<file path="src/sv/tspf_pkg.sv">
// Shared types and constants for the transport stream PID filter.
package tspf_pkg;

    localparam int FILTER_SLOTS = 8;
    localparam int PACKET_BYTES = 188;
    localparam int SLOT_W = (FILTER_SLOTS > 1) ? $clog2(FILTER_SLOTS) : 1;

    localparam logic [7:0] SYNC_BYTE = 8'h47;
    localparam logic [7:0] LAST_POS = 8'(PACKET_BYTES - 1);
    localparam logic [11:0] HUNT_LIMIT_RESET = 12'(2 * 1024);

    typedef enum logic [2:0] {
        ST_PAYLOAD   = 3'd0,
        ST_INSTALLED = 3'd1,
        ST_DUPLICATE = 3'd2,
        ST_FULL      = 3'd3,
        ST_SYNC_LOST = 3'd4
    } status_t;

    typedef enum logic {
        CFG_PID_LOCK   = 1'b0,
        CFG_HUNT_LIMIT = 1'b1
    } cfg_idx_t;

    // Requests from the engine to the slot table
    typedef struct packed {
        logic [12:0]       lookup_pid;
        logic              install_en;
        logic              install_kind;
        logic              cnt_we;
        logic [3:0]        cnt_value;
        logic [SLOT_W-1:0] rd_slot;
    } tbl_req_t;

    // Slot table answers, all combinational
    typedef struct packed {
        logic              match_hit;
        logic [SLOT_W-1:0] match_slot;
        logic              free_hit;
        logic [SLOT_W-1:0] free_slot;
        logic              rd_kind;
        logic [4:0]        rd_last;
    } tbl_rsp_t;

    typedef struct packed {
        logic        valid;
        status_t     status;
        logic [7:0]  payload_byte;
        logic [2:0]  slot_index;
        logic        slot_kind;
        logic        unit_start;
        logic        continuity_error;
        logic        last_of_packet;
    } result_t;

endpackage

</file>
<file path="src/sv/tspf_slot_table.sv">
// Filter slot table: PID compare over all slots, install and per-slot counter.
module tspf_slot_table (
    input  logic               aclk,
    input  logic               aresetn,
    input  tspf_pkg::tbl_req_t req,
    output tspf_pkg::tbl_rsp_t rsp
);
    import tspf_pkg::*;

    logic [FILTER_SLOTS-1:0] valid_reg;
    logic [12:0]             pid_reg  [FILTER_SLOTS];
    logic                    kind_reg [FILTER_SLOTS];
    logic [4:0]              last_reg [FILTER_SLOTS];

    // Lowest matching slot and lowest free slot
    always_comb begin
        rsp.match_hit  = 1'b0;
        rsp.match_slot = '0;
        rsp.free_hit   = 1'b0;
        rsp.free_slot  = '0;
        for (int i = FILTER_SLOTS - 1; i >= 0; i--) begin
            if (valid_reg[i] && pid_reg[i] == req.lookup_pid) begin
                rsp.match_hit  = 1'b1;
                rsp.match_slot = SLOT_W'(i);
            end
            if (!valid_reg[i]) begin
                rsp.free_hit  = 1'b1;
                rsp.free_slot = SLOT_W'(i);
            end
        end
        rsp.rd_kind = kind_reg[req.rd_slot];
        rsp.rd_last = last_reg[req.rd_slot];
    end

    always_ff @(posedge aclk) begin
        if (!aresetn) begin
            valid_reg <= '0;
        end else if (req.install_en && !rsp.match_hit && rsp.free_hit) begin
            valid_reg[rsp.free_slot] <= 1'b1;
        end
    end

    always_ff @(posedge aclk) begin
        if (req.install_en && !rsp.match_hit && rsp.free_hit) begin
            pid_reg[rsp.free_slot]  <= req.lookup_pid;
            kind_reg[rsp.free_slot] <= req.install_kind;
            last_reg[rsp.free_slot] <= 5'h10;   // no counter seen yet
        end else if (req.cnt_we) begin
            last_reg[req.rd_slot] <= {1'b0, req.cnt_value};
        end
    end

endmodule

</file>
<file path="src/sv/tspf_engine.sv">
// Sync hunt, packet framing, header decode and payload selection for one item.
module tspf_engine (
    input  logic               aclk,
    input  logic               aresetn,
    input  logic               step,
    input  logic               req_type,
    input  logic [7:0]         data_byte,
    input  logic [12:0]        filter_pid,
    input  logic               filter_kind,
    input  logic [12:0]        pid_lock,
    input  logic [11:0]        sync_hunt_limit,
    output tspf_pkg::tbl_req_t tbl_req,
    input  tspf_pkg::tbl_rsp_t tbl_rsp,
    output tspf_pkg::result_t  res
);
    import tspf_pkg::*;

    logic              hunting_reg,  hunting_next;
    logic [11:0]       hunt_cnt_reg, hunt_cnt_next;
    logic [7:0]        pos_reg,      pos_next;
    logic [4:0]        pid_hi_reg,   pid_hi_next;
    logic              start_reg,    start_next;
    logic [1:0]        afc_reg,      afc_next;
    logic              ccerr_reg,    ccerr_next;
    logic              live_reg,     live_next;
    logic              ptr_reg,      ptr_next;
    logic              sent_reg,     sent_next;
    logic [SLOT_W-1:0] hit_reg,      hit_next;
    logic [8:0]        pb_reg,       pb_next;

    logic [12:0] hunt_sum;
    logic [12:0] hdr_pid;
    logic [1:0]  ad_ctl;
    logic [3:0]  cc_exp;
    logic        cc_now;
    logic        cnt_we;

    assign hunt_sum = {1'b0, hunt_cnt_reg} + 13'd1;
    assign hdr_pid  = {pid_hi_reg, data_byte};
    assign ad_ctl   = data_byte[5:4];
    assign cc_exp   = tbl_rsp.rd_last[3:0] + {3'd0, ad_ctl[0]};

    always_comb begin
        tbl_req.lookup_pid   = req_type ? filter_pid : hdr_pid;
        tbl_req.install_kind = filter_kind;
        tbl_req.install_en   = step && req_type;
        tbl_req.cnt_we       = cnt_we;
        tbl_req.cnt_value    = data_byte[3:0];
        tbl_req.rd_slot      = hit_reg;
    end

    always_comb begin
        hunting_next  = hunting_reg;
        hunt_cnt_next = hunt_cnt_reg;
        pos_next      = pos_reg;
        pid_hi_next   = pid_hi_reg;
        start_next    = start_reg;
        afc_next      = afc_reg;
        ccerr_next    = ccerr_reg;
        live_next     = live_reg;
        ptr_next      = ptr_reg;
        sent_next     = sent_reg;
        hit_next      = hit_reg;
        pb_next       = pb_reg;
        cc_now        = ccerr_reg;
        cnt_we        = 1'b0;

        res                  = '0;
        res.status           = ST_PAYLOAD;
        res.slot_kind        = filter_kind;

        if (step && req_type) begin
            res.valid = 1'b1;
            if (tbl_rsp.match_hit) begin
                res.status     = ST_DUPLICATE;
                res.slot_index = 3'(tbl_rsp.match_slot);
            end else if (tbl_rsp.free_hit) begin
                res.status     = ST_INSTALLED;
                res.slot_index = 3'(tbl_rsp.free_slot);
            end else begin
                res.status     = ST_FULL;
            end
        end else if (step && hunting_reg) begin
            if (data_byte == SYNC_BYTE) begin
                hunting_next  = 1'b0;
                hunt_cnt_next = '0;
                pos_next      = 8'd1;
            end else if (hunt_sum >= {1'b0, sync_hunt_limit}) begin
                hunt_cnt_next = '0;
                res.valid     = 1'b1;
                res.status    = ST_SYNC_LOST;
                res.slot_kind = 1'b0;
            end else begin
                hunt_cnt_next = hunt_sum[11:0];
            end
        end else if (step) begin
            if (pos_reg == 8'd1) begin
                pid_hi_next = data_byte[4:0];
                start_next  = data_byte[6];
                afc_next    = '0;
                ccerr_next  = 1'b0;
                live_next   = 1'b0;
                ptr_next    = 1'b0;
                sent_next   = 1'b0;
                hit_next    = '0;
            end else if (pos_reg == 8'd2) begin
                if ((pid_lock == '0 || pid_lock == hdr_pid) && tbl_rsp.match_hit) begin
                    hit_next  = tbl_rsp.match_slot;
                    live_next = 1'b1;
                end
            end else if (pos_reg == 8'd3) begin
                if (live_reg) begin
                    if (ad_ctl == 2'd0) begin
                        live_next = 1'b0;
                    end else begin
                        if (!tbl_rsp.rd_last[4] && cc_exp != data_byte[3:0]) begin
                            ccerr_next = 1'b1;
                        end
                        cnt_we   = 1'b1;
                        afc_next = ad_ctl;
                        pb_next  = 9'd4;
                        if (!ad_ctl[0]) begin
                            live_next = 1'b0;
                        end else if (tbl_rsp.rd_kind && start_reg) begin
                            ptr_next = 1'b1;   // section slot: skip pointer field
                        end
                    end
                end
            end else if (live_reg) begin
                if (pos_reg == 8'd4 && afc_reg[1]) begin
                    pb_next = {1'b0, data_byte} + 9'd5;
                end else begin
                    // discontinuity indicator clears the counter error
                    if (pos_reg == 8'd5 && afc_reg[1] && pb_reg > 9'd5 && data_byte[7]) begin
                        cc_now     = 1'b0;
                        ccerr_next = 1'b0;
                    end
                    if ({1'b0, pos_reg} >= pb_reg) begin
                        if (ptr_reg) begin
                            ptr_next = 1'b0;
                            pb_next  = {1'b0, pos_reg} + {1'b0, data_byte} + 9'd1;
                        end else begin
                            res.valid            = 1'b1;
                            res.status           = ST_PAYLOAD;
                            res.payload_byte     = data_byte;
                            res.slot_index       = 3'(hit_reg);
                            res.slot_kind        = tbl_rsp.rd_kind;
                            res.unit_start       = start_reg && !sent_reg;
                            res.continuity_error = cc_now;
                            res.last_of_packet   = (pos_reg == LAST_POS);
                            sent_next            = 1'b1;
                        end
                    end
                end
            end

            if (pos_reg >= LAST_POS) begin
                hunting_next  = 1'b1;
                hunt_cnt_next = '0;
                pos_next      = '0;
            end else begin
                pos_next = pos_reg + 8'd1;
            end
        end
    end

    always_ff @(posedge aclk) begin
        if (!aresetn) begin
            hunting_reg  <= 1'b1;
            hunt_cnt_reg <= '0;
            pos_reg      <= '0;
            start_reg    <= 1'b0;
            afc_reg      <= '0;
            ccerr_reg    <= 1'b0;
            live_reg     <= 1'b0;
            ptr_reg      <= 1'b0;
            sent_reg     <= 1'b0;
            hit_reg      <= '0;
            pb_reg       <= '0;
            pid_hi_reg   <= '0;
        end else begin
            hunting_reg  <= hunting_next;
            hunt_cnt_reg <= hunt_cnt_next;
            pos_reg      <= pos_next;
            start_reg    <= start_next;
            afc_reg      <= afc_next;
            ccerr_reg    <= ccerr_next;
            live_reg     <= live_next;
            ptr_reg      <= ptr_next;
            sent_reg     <= sent_next;
            hit_reg      <= hit_next;
            pb_reg       <= pb_next;
            pid_hi_reg   <= pid_hi_next;
        end
    end

    a_hunt_pos: assert property (@(posedge aclk) disable iff (!aresetn)
        hunting_reg |-> pos_reg == '0)
        else $error("byte position nonzero while hunting");

    a_pos_range: assert property (@(posedge aclk) disable iff (!aresetn)
        pos_reg <= LAST_POS)
        else $error("byte position past packet end");

    a_ptr_live: assert property (@(posedge aclk) disable iff (!aresetn)
        ptr_reg && pos_reg > 8'd3 |-> live_reg)
        else $error("pointer field pending on a dropped packet");

    a_payload_src: assert property (@(posedge aclk) disable iff (!aresetn)
        res.valid && res.status == ST_PAYLOAD |-> live_reg && !hunting_reg && pos_reg > 8'd3)
        else $error("payload item outside a live packet");

endmodule

</file>
<file path="src/sv/ts_packet_pid_filter_core.sv">
// MPEG-2 transport stream PID filter: top level with handshake registers.
// Accepts one item per cycle unless the result side stalls: a stream byte or a
// filter install request. An item goes from the input register through one pass
// of decode logic into the result register, where a byte's result (if any) is
// presented; the filter compare runs in parallel over all slots. A stream byte
// yields at most one result: a payload byte of a matched packet or a sync-loss
// report; an install request always yields one result. The user is to write
// registers (pid_lock, sync_hunt_limit) through the cfg port while idle; the
// block itself does not enforce this, as cfg_ready is always high.
module ts_packet_pid_filter_core (
    input  logic        aclk,
    input  logic        aresetn,
    input  logic        cfg_valid,
    output logic        cfg_ready,
    input  logic        cfg_index,
    input  logic [12:0] cfg_data,
    input  logic        s_valid,
    output logic        s_ready,
    input  logic        s_req_type,
    input  logic [7:0]  s_data_byte,
    input  logic [12:0] s_filter_pid,
    input  logic        s_filter_kind,
    output logic        m_valid,
    input  logic        m_ready,
    output logic [2:0]  m_status,
    output logic [7:0]  m_payload_byte,
    output logic [2:0]  m_slot_index,
    output logic        m_slot_kind,
    output logic        m_unit_start,
    output logic        m_continuity_error,
    output logic        m_last_of_packet
);
    import tspf_pkg::*;

    logic        in_valid_reg;
    logic        req_type_reg;
    logic [7:0]  data_byte_reg;
    logic [12:0] filter_pid_reg;
    logic        filter_kind_reg;
    logic [12:0] pid_lock_reg;
    logic [11:0] hunt_limit_reg;
    logic        step;
    tbl_req_t    tbl_req;
    tbl_rsp_t    tbl_rsp;
    result_t     res;
    result_t     out_reg;

    assign step      = in_valid_reg && (!out_reg.valid || m_ready);
    assign s_ready   = !in_valid_reg || step;
    assign cfg_ready = 1'b1;

    always_ff @(posedge aclk) begin
        if (!aresetn) begin
            pid_lock_reg   <= '0;
            hunt_limit_reg <= HUNT_LIMIT_RESET;
        end else if (cfg_valid) begin
            unique case (cfg_idx_t'(cfg_index))
                CFG_PID_LOCK:   pid_lock_reg   <= cfg_data;
                CFG_HUNT_LIMIT: hunt_limit_reg <= cfg_data[11:0];
                default:        pid_lock_reg   <= pid_lock_reg;
            endcase
        end
    end

    always_ff @(posedge aclk) begin
        if (!aresetn) begin
            in_valid_reg <= 1'b0;
        end else if (s_ready) begin
            in_valid_reg <= s_valid;
        end
    end

    always_ff @(posedge aclk) begin
        if (s_ready && s_valid) begin
            req_type_reg    <= s_req_type;
            data_byte_reg   <= s_data_byte;
            filter_pid_reg  <= s_filter_pid;
            filter_kind_reg <= s_filter_kind;
        end
    end

    tspf_engine u_engine (
        .aclk            (aclk),
        .aresetn         (aresetn),
        .step            (step),
        .req_type        (req_type_reg),
        .data_byte       (data_byte_reg),
        .filter_pid      (filter_pid_reg),
        .filter_kind     (filter_kind_reg),
        .pid_lock        (pid_lock_reg),
        .sync_hunt_limit (hunt_limit_reg),
        .tbl_req         (tbl_req),
        .tbl_rsp         (tbl_rsp),
        .res             (res)
    );

    tspf_slot_table u_slots (
        .aclk    (aclk),
        .aresetn (aresetn),
        .req     (tbl_req),
        .rsp     (tbl_rsp)
    );

    // Result register; valid clears once taken unless a new result lands
    always_ff @(posedge aclk) begin
        if (!aresetn) begin
            out_reg.valid <= 1'b0;
        end else if (step) begin
            out_reg.valid <= res.valid;
        end else if (m_ready) begin
            out_reg.valid <= 1'b0;
        end
        if (step && res.valid) begin
            out_reg.status           <= res.status;
            out_reg.payload_byte     <= res.payload_byte;
            out_reg.slot_index       <= res.slot_index;
            out_reg.slot_kind        <= res.slot_kind;
            out_reg.unit_start       <= res.unit_start;
            out_reg.continuity_error <= res.continuity_error;
            out_reg.last_of_packet   <= res.last_of_packet;
        end
    end

    assign m_valid            = out_reg.valid;
    assign m_status           = out_reg.status;
    assign m_payload_byte     = out_reg.payload_byte;
    assign m_slot_index       = out_reg.slot_index;
    assign m_slot_kind        = out_reg.slot_kind;
    assign m_unit_start       = out_reg.unit_start;
    assign m_continuity_error = out_reg.continuity_error;
    assign m_last_of_packet   = out_reg.last_of_packet;

endmodule
</file>
<file path="config.mk">
export PLATFORM = sky130hd
export DESIGN_NAME = ts_packet_pid_filter_core
export DESIGN_NICKNAME = d
export VERILOG_FILES = /design/src/sv/tspf_pkg.sv /design/src/sv/tspf_slot_table.sv /design/src/sv/tspf_engine.sv /design/src/sv/ts_packet_pid_filter_core.sv
export SDC_FILE = /design/constraint.sdc
export NUM_CORES = 1
export LEC_CHECK = 0
export BUFFER_PORTS_ARGS = -buffer_cell sky130_fd_sc_hd__buf_2
export CORE_UTILIZATION = 50
export DETAILED_ROUTE_END_ITERATION = 12
export GPL_TIMING_DRIVEN = 0
export PLACE_DENSITY = 0.67
export SETUP_SLACK_MARGIN = 0.3
export SLEW_MARGIN = 5
export SYNTH_ARGS = -nofsm -noshare
export SYNTH_HDL_FRONTEND = slang
export SYNTH_HIERARCHICAL = 1
export SYNTH_SLANG_ARGS = --single-unit
</file>
<file path="constraint.sdc">
create_clock -name aclk -period 7.35 [get_ports aclk]
set_clock_uncertainty 0.15 [all_clocks]
set_input_delay 0.3675 -clock aclk [delete_from_list [all_inputs] [get_ports aclk]]
set_output_delay 0.3675 -clock aclk [all_outputs]
set_load 0.01 [all_outputs]
</file>
# Yosys cells after proc, flatten, opt, wreduce, memory -nomap -nowiden
# Memories as Yosys holds them, arrays and structs flattened. A register that Yosys moved wholly into a read port is not among the register bits.
# Cells that the tools add are included.
# op_classes
muxes,125
reduce_logical,61
bitwise_logic,9
n_addsub,6
n_lt_le_gt_ge,6
eq_ne,30
# ops
op,count
19-bit two-way mux,8
13-bit equality test,9
4-bit two-way mux,21
9-bit two-way mux,7
12-bit two-way mux,5
1-bit two-way mux,57
3-bit two-way mux,14
8-bit two-way mux,4
1-bit logical AND,24
9-bit AND reduction,2
"8-bit by 2-bit equality test with 1-bit output, second input constant",2
"8-bit by 3-bit equality test with 1-bit output, second input constant",2
2-bit nonzero test,8
"3-bit by 2-bit != test with 1-bit output, second input constant",5
"12-bit by 1-bit adder with 13-bit output, second input constant",1
13-bit by 12-bit >= comparator with 1-bit output,1
13-bit zero test,1
13-bit two-way mux,1
2-bit two-way mux,6
3-bit nonzero test,4
10-bit AND reduction,1
5-bit AND reduction,2
10-bit OR reduction,1
"8-bit by 3-bit adder with 9-bit output, second input constant",1
other kinds (29),50
# totals
reg_bits,121
ram_bits,152
output_inout_bits,21
n_memories,3
# mem_list
memory,words,word_bits,read_ports,rd_ports_with_merged_regs,wr,line_no,rtl
u_slots.pid_reg,8,13,8,0,1,tspf_slot_table.sv:11,logic [12:0] pid_reg [FILTER_SLOTS];
u_slots.last_reg,8,5,1,1,1,tspf_slot_table.sv:13,logic [4:0] last_reg [FILTER_SLOTS];
u_slots.kind_reg,8,1,1,1,1,tspf_slot_table.sv:12,logic kind_reg [FILTER_SLOTS];

# Longest topological paths before layout
# Gate-level depths: netlist (run 1).
# logic_depth
depth_word,18
depth_mapped,15

# By module
# The synthesis (run 1) kept the hierarchy.
# by_module_without_submodules
mod,area_each_um2,cells_each,n_inst
tspf_slot_table,7004.2,432,1
tspf_engine,4108.9,518,1
ts_packet_pid_filter_core,2341.0,156,1

# Least setup slack after synthesis (run 1)
# OpenSTA, ideal clock, no wires.
# synth_timing
path_type,flip-flop to flip-flop
from,reg req_type_reg
to,mem u_slots.kind_reg[6] (enable)
required_ns,6.779
stages_incl_launch_ff,12
path_buffers,4
t_arrival_ns,3.820
slack_ns,2.959
cell_sequence,edfxtp_1 buf_2 buf_1 o21ai_0 buf_4 xnor2_1 nand4_1 nor4_2 nor4_4 nand4_4 buf_2 nor4_1
# synth_rtl
item,line_no,rtl
start: declaration,ts_packet_pid_filter_core.sv:36,logic req_type_reg;
start signal: assignment,ts_packet_pid_filter_core.sv:75,req_type_reg <= s_req_type;
end: declaration,tspf_slot_table.sv:12,

==> qor.csv, run 1 <==
stage,metric,value,unit
status,status,finished with violations,
status,failing checks,DRC,
setup_path,Crit. End Element,flop,
setup_path,Critical Path Fanout Max,9,
cts,clock buffer depth,3,
global_route,vias in the first global route,8927,
yosys,Seq cells post-synth,272,
routing,drt total wl,31830,µm
yosys,fraction of synthesized area in multiplexers,5.896,%
floorplanning,die height,166.0,µm
cells_and_area,max FFs per register,104,
timing,Final Max Slew Viols,0,
yosys,"Cell Area, Synth",0.01345,mm²
cts,CTS tree,built,
power,Pwr Total,0.003387,W
yosys,Mapped Avg Cell Area,12.16,µm²
floorplanning,DIE AREA,0.02757,mm²
yosys,post-synthesis adder-cell area fraction,3.497,%
yosys,Synth Area in Simple Gates,14.36,%
cts,clk slew on worst S/H paths,60,ps
floorplanning,Placeable Area,0.02621,mm²
setup_path,critical path depth,13,
setup_path,RR Startpoint,data_byte_reg[1],
setup_path,Crit. Startpoint,data_byte_reg[1],
setup_path,Worst Path Buf+Inv,2,
cts,CTS-repair resized insts,0,
cts,CTS Buf Count,29,
setup_path,critical path endpoint,u_engine/hit_reg[0],
yosys,synth cell count leaders,"edfxtp_1, xnor2_1, nand2_1, dfxtp_1, nor2_1",
timing,worst hold slack,73.49,ps
setup_path,"Slowest-stage cell, CP",o21ai_0,
routing,WL/cell,19.84,µm
yosys,Synth Area in XOR/XNOR,9.225,%
setup_path,"Arr. time, crit path",4950,ps
setup_path,crit-path max cell delay,800,ps
global_route,largest net degree at the start of global routing,22,
yosys,Synth Area in Compound Gates,7.682,%
floorplanning,Die Wd,166.0,µm
timing,Fin. Hold Viols,0,
global_route,GRT overflow,0,
yosys,largest family of logic cells by synthesized area,simple AND/OR/NAND/NOR gates,
cells_and_area,synth-to-layout area growth,16.79,%
flow_run,max-cap violations,0,
setup_path,worst path required time,7600,ps
routing,vias after detailed routing,9096,
floorplanning,Placement Rows,59,
setup_path,R2R Path End,u_engine/hit_reg[0],
placement,number of I/O port buffers,60,
routing,residual DRC count,6,
power,PwrDens,215.6,mW/mm²
floorplanning,I/O pin total,63,
yosys,register area share after synthesis,54.83,%
timing,# setup viols final,0,
yosys,most area-hungry cell type in the Yosys netlist,edfxtp_1,
cells_and_area,n_diodes,0,
yosys,Synth cell types,84,
cells_and_area,nets,1325,
power,VDD IR-drop max,0.1871,mV
setup_path,Worst R2R Path Depth,13,
yosys,post-synth top area share,43.08,%
cts,H-tree depth,1,
setup_path,cell repeated most along the worst path,nand2_1,
yosys,"EDFF count, synth",193,
cts,clock root cell,clkbuf_16,
routing,via-per-instance ratio,5.671,
yosys,Post-synth ARST share,0,%
yosys,yosys warns,6,
yosys,Most used DFF post-synth,edfxtp_1,
placement,dpl cells,1509,
timing,Fmax,212.7,MHz
setup_path,Top delay family on crit path,simple AND/OR/NAND/NOR gates,
timing,Slew @ Worst Pin,1051,ps
timing,RSZ-0062 raised after global routing,no,
yosys,most common cell in the netlist,edfxtp_1,
yosys,post-synthesis net count,1185,
cts,worst skew pair latency,560,ps
setup_path,startpoint types,flop,
floorplanning,initial core utilization,51.34,%
global_route,first-pass GRT wire length,50260,µm
cells_and_area,Finished Layout Cells,1604,
timing,setup_tns,0,ps
timing,final worst path period share,63.97,%
global_route,global-route usage over all layers,23.54,%
cts,clk sinks,272,
timing,Tmin final,4702,ps
placement,final HPWL from detailed placement,22870,µm
cells_and_area,share of layout cells above drive strength 1,18.75,%
placement,GP Congestion,0.8614,
routing,Pre-antenna DRT Iters,11,
routing,1st-iter DRT viols,869,
global_route,initial antenna violation count,0,
power,Leakage,5.499,nW
routing,Detail Route Antenna Nets,0,
cells_and_area,fillers,2101,
setup_path,crit path kind,flop to flop,
worst_hold_path,Min-Delay Path Class,input port to flop,
setup_path,crit-path cells,inv_1 -> o21ai_0 -> buf_6 -> xnor2_1 -> nand4_1 -> nor4_2 -> nor4_4 -> nand2_1 -> nand2_1 -> or4_4 -> a21oi_4 -> nand3b_1 -> a21oi_1,
setup_path,r2r setup slk,2650,ps
timing,Slew HR,29.17,%
yosys,Syn Inst Count,1106,
yosys,top post-synthesis cells by area,"edfxtp_1, dfxtp_1, xnor2_1, ha_1, nand2_1",
-- area by class of cell --
class,count,area [µm²],area share (%)
flip-flops and latches,272,7377,46.95
multi-input cells,733,5524,35.16
clock buffers,46,869.6,5.534
repair buffers,109,813.3,5.176
plain buffers,61,452.9,2.883
well taps,335,419.2,2.668
inverters,40,150.1,0.9556
clock inverters,8,106.4,0.6769
-- how the worst min path moves through the flow --
stage	start	end	slack, ps	cells after the start
final	aresetn	hunt_limit_reg[11]	70	3
after global routing	aresetn	u_slots/valid_reg[5]	90	2
after CTS	aresetn	u_slots/valid_reg[6]	50	2
after detailed placement	hunt_limit_reg[4]	hunt_limit_reg[4]	300	2
after global placement	hunt_limit_reg[2]	hunt_limit_reg[2]	300	2
after floorplan	hunt_limit_reg[10]	hunt_limit_reg[10]	280	2
-- worst min-delay path: cells and delay by family --
kind | cells | cell delay, ps
buffers and inverters | 2 | 300
AOI/OAI and AO/OA | 1 | 70
-- metal layers --
layer,track usage [%],vias to the layer above,wire length (µm)
li1,-,4317,-
met1,33.47,4478,14650
met2,38.56,249,14820
met3,2.693,52,1677
met4,5.851,0,674
met5,0,-,0
-- where the power goes --
group	total [W]	internal [W]	switching (W)
Clock	0.00147	0.000881	0.000594
Sequential	0.00168	0.00166	0.0000166
Combinational	0.000235	0.000107	0.000128
-- cell families (layout without fill, tap and decap cells) --
| family | Yosys count | count (layout) |
|---|---|---|
| AO/OA/AOI/OAI | 145 | 145 |
| XOR/XNOR | 140 | 140 |
| adder cells (fa/ha/maj) | 37 | 37 |
| buffers and inverters | 101 | 264 |
| flip-flops | 272 | 272 |
| multiplexers | 62 | 62 |
| other | 1 | 1 |
| AND/OR/NAND/NOR | 348 | 348 |
-- placed cells by master (no fill, tap or decap), types with 25 or more instances in the layout --
cell           instances
clkbuf_16             29
xnor2_1              124
nand2_1               98
o21ai_0               25
ha_1                  36
buf_2                 78
mux2i_1               32
nor2_1                53
dfxtp_1               79
dlygate4sd3_1         41
inv_1                 38
edfxtp_1             193
nand4_1               38
nand3_1               36
-- stage by stage --
stage / setup slack, ps / utilization, % / instance area, µm²
CTS: 2666 / 59.96 / 15710
finish: 2648 / 59.96 / 15710
global route: 2311 / 59.96 / 15710
global placement: 1056 / 54.08 / 14170
floorplan: 2959 / - / 13450
detailed placement: 2709 / 54.67 / 14330
-- repair_timing --
action / 4_1_cts / 5_1_grt
buffers inserted: 0 / 0
hold endpoints to repair: 50 / 0
hold buffers: 41 / 0
(Power assumes the default switching activity.)
==> run 2: changes to the inputs <==
--- a/config.mk
+++ b/config.mk
@@ -9,7 +9,7 @@
 export CORE_UTILIZATION = 50
 export DETAILED_ROUTE_END_ITERATION = 12
 export GPL_TIMING_DRIVEN = 0
-export PLACE_DENSITY = 0.67
+export PLACE_DENSITY = 0.7
 export SETUP_SLACK_MARGIN = 0.3
 export SLEW_MARGIN = 5
 export SYNTH_ARGS = -nofsm -noshare
==> constraint.sdc (replaced) <==
create_clock -name aclk -period 4 [get_ports aclk]
set_clock_uncertainty 0.15 [all_clocks]
set_input_delay 0.2 -clock aclk [delete_from_list [all_inputs] [get_ports aclk]]
set_output_delay 0.2 -clock aclk [all_outputs]
set_load 0.01 [all_outputs]
==> run 2 against run 1 <==
The run still ends with DRC left. Worst setup slack got worse by 2300 ps. Combinational power rose by 100%. First-iteration DRC count fell by 11%. Critical path type unchanged. Largest cell class unchanged.
==> qor.csv, run 2 (synthesis results as in run 1) <==
stage,metric,value,unit,change
cts,CTS tree,built,,
placement,final HPWL from detailed placement,22600,µm,-1.2%
cells_and_area,max FFs per register,104,,unchanged
cts,clk slew on worst S/H paths,60,ps,about the same
floorplanning,die height,166.0,µm,unchanged
power,Psw,0.001353,W,+83%
status,status,finished with violations,,
power,internal power,0.004850,W,+83%
floorplanning,initial core utilization,51.34,%,unchanged
power,Leakage,5.923,nW,+7.7%
power,Flop pwr share,49.6,%,about the same
routing,via-per-instance ratio,5.648,,-0.40%
routing,drt total wl,32950,µm,+3.5%
timing,final worst path period share,90.63,%,+27 points
global_route,global-route usage over all layers,23.95,%,+0.41 points
global_route,vias in the first global route,9102,,+2.0%
status,failing checks,DRC,,
timing,setup_tns,0,ps,unchanged
cts,CTS Buf Count,29,,unchanged
power,PwrDens,380.8,mW/mm²,+77%
power,Clock power frac,42.8,%,-0.7 points
worst_hold_path,Min-Delay Path Class,input port to flop,,
setup_path,startpoint types,flop,,
floorplanning,Placement Rows,59,,unchanged
power,VDD IR-drop max,0.3003,mV,+60%
floorplanning,I/O pin total,63,,unchanged
power,Comb pwr share,7.6,%,+0.7 points
placement,Post-Place Cell Area,0.01425,mm²,-0.53%
timing,Fmax,275.8,MHz,+30%
flow_run,max-cap violations,0,,unchanged
timing,Slew HR,38.08,%,+8.9 points
setup_path,Crit. End Element,flop,,
timing,RSZ-0062 raised after global routing,yes,,
routing,vias after detailed routing,9252,,+1.7%
floorplanning,Die Wd,166.0,µm,unchanged
power,switch share,21.81,%,about the same
setup_path,Critical Path Fanout Max,10,,+1
floorplanning,DIE AREA,0.02757,mm²,unchanged
cells_and_area,synth-to-layout area growth,21.07,%,
cts,clk sinks,272,,unchanged
floorplanning,Placeable Area,0.02621,mm²,unchanged
timing,Fin. Hold Viols,0,,unchanged
placement,number of I/O port buffers,60,,unchanged
setup_path,"Arr. time, crit path",3880,ps,-1070 ps
cells_and_area,share of layout cells above drive strength 1,22.49,%,+3.7 points
global_route,initial antenna violation count,0,,unchanged
routing,WL/cell,20.12,µm,+1.4%
cts,clock root cell,clkbuf_16,,
setup_path,crit path kind,flop to flop,,
global_route,GRT overflow,0,,unchanged
timing,# setup viols final,0,,unchanged
setup_path,worst path required time,4260,ps,-3340 ps
cells_and_area,nets,1359,,+2.6%
timing,Final Max Slew Viols,0,,unchanged
cells_and_area,Finished Cell Area,0.01629,mm²,+3.7%
cts,H-tree depth,1,,unchanged
cells_and_area,most frequent cells in the layout,"edfxtp_1, xnor2_1, nand2_1, dfxtp_1, buf_2",,
routing,Pre-antenna DRT Iters,13,,+2
routing,residual DRC count,5,,-1
timing,Slew @ Worst Pin,926.5,ps,-124.8 ps
power,Pwr Total,0.006203,W,+83%
placement,GP Congestion,0.9048,,+5.0%
global_route,largest net degree at the start of global routing,24,,+9.1%
cts,worst skew pair latency,550,ps,about the same
routing,Detail Route Antenna Nets,0,,unchanged
cells_and_area,n_diodes,0,,unchanged
global_route,first-pass GRT wire length,51040,µm,+1.6%
cells_and_area,"most common cell after layout, fill and taps aside",edfxtp_1,,
routing,1st-iter DRT viols,774,,-11%
timing,Tmin final,3625,ps,-1077 ps
cts,clock buffer depth,3,,unchanged
[run 2: cell type report]
class	count	area (µm²)
fill	2007	9917
sequential	272	7378
multi-input combinational	733	5803
timing repair buffer	143	1117
clock buffer	37	755.7
buffer	61	483.0
tap	335	419.2
clock inverter	17	182.7
inverter	40	150.1
[run 2: power by group through the flow]
stage	Combinational, W	Clock (W)	Sequential, W
4_1_cts	0.000449	0.00269	0.00308
2_1_floorplan	0.000275	0	0.00313
6_report	0.000469	0.00266	0.00308
3_3_place_gp	0.000383	0	0.00314
5_1_grt	0.000502	0.00283	0.00308
3_5_place_dp	0.000389	0	0.00314
[run 2: path summary, 6_finish.rpt]
check / startpoint / endpoint / slack (ps) / depth (start not counted)
min reg2reg: hunt_limit_reg[8] / hunt_limit_reg[8] / 310 / 2
max: req_type_reg / u_engine/hit_reg[1] / 370 / 14
max reg2reg: req_type_reg / u_engine/hit_reg[1] / 370 / 14
min: s_data_byte[1] / data_byte_reg[1] / 210 / 2
[run 2: what timing repair did]
action / CTS / global route
resized for setup: 39 / 27
setup buffers: 21 / 16
endpoints found under the setup margin: 230 / 156
pin swaps: 22 / 17
endpoints found under the hold margin: 59 / 0
hold buffers: 46 / 0
[run 2: critical path: stages, from the launching register on]
cell and delay (ps):
edfxtp_1 380, buf_6 170, buf_8 160, mux2_4 370
buf_8 180, xnor2_2 150, nand4_1 270, nor4_4 410
nor4_4 110, nand2_2 130, nand2_1 60, or4_4 450
a21oi_4 250, nand3b_1 170, a21oi_2 70
[run 2: per-layer routing]
layer	vias to the layer above	routed length [µm]	global-route usage (%)
met5	-	0	0
met4	0	724	6.664
met3	51	2141	4.028
met2	340	15600	39.41
met1	4476	14480	32.76
li1	4385	-	-
[run 2: stage by stage]
step | instances | utilization, % | hold slack, ps | worst slack [ps]
floorplan | 1106 | - | 148.9 | 308.5
global placement | 1501 | 54.29 | 227.8 | -1170
detailed placement | 1501 | 54.38 | 228.1 | -1007
CTS | 1622 | 61.22 | 192.3 | 309.8
global route | 1638 | 62.16 | 199.0 | 230.3
finish | 1638 | 62.16 | 213.1 | 374.8
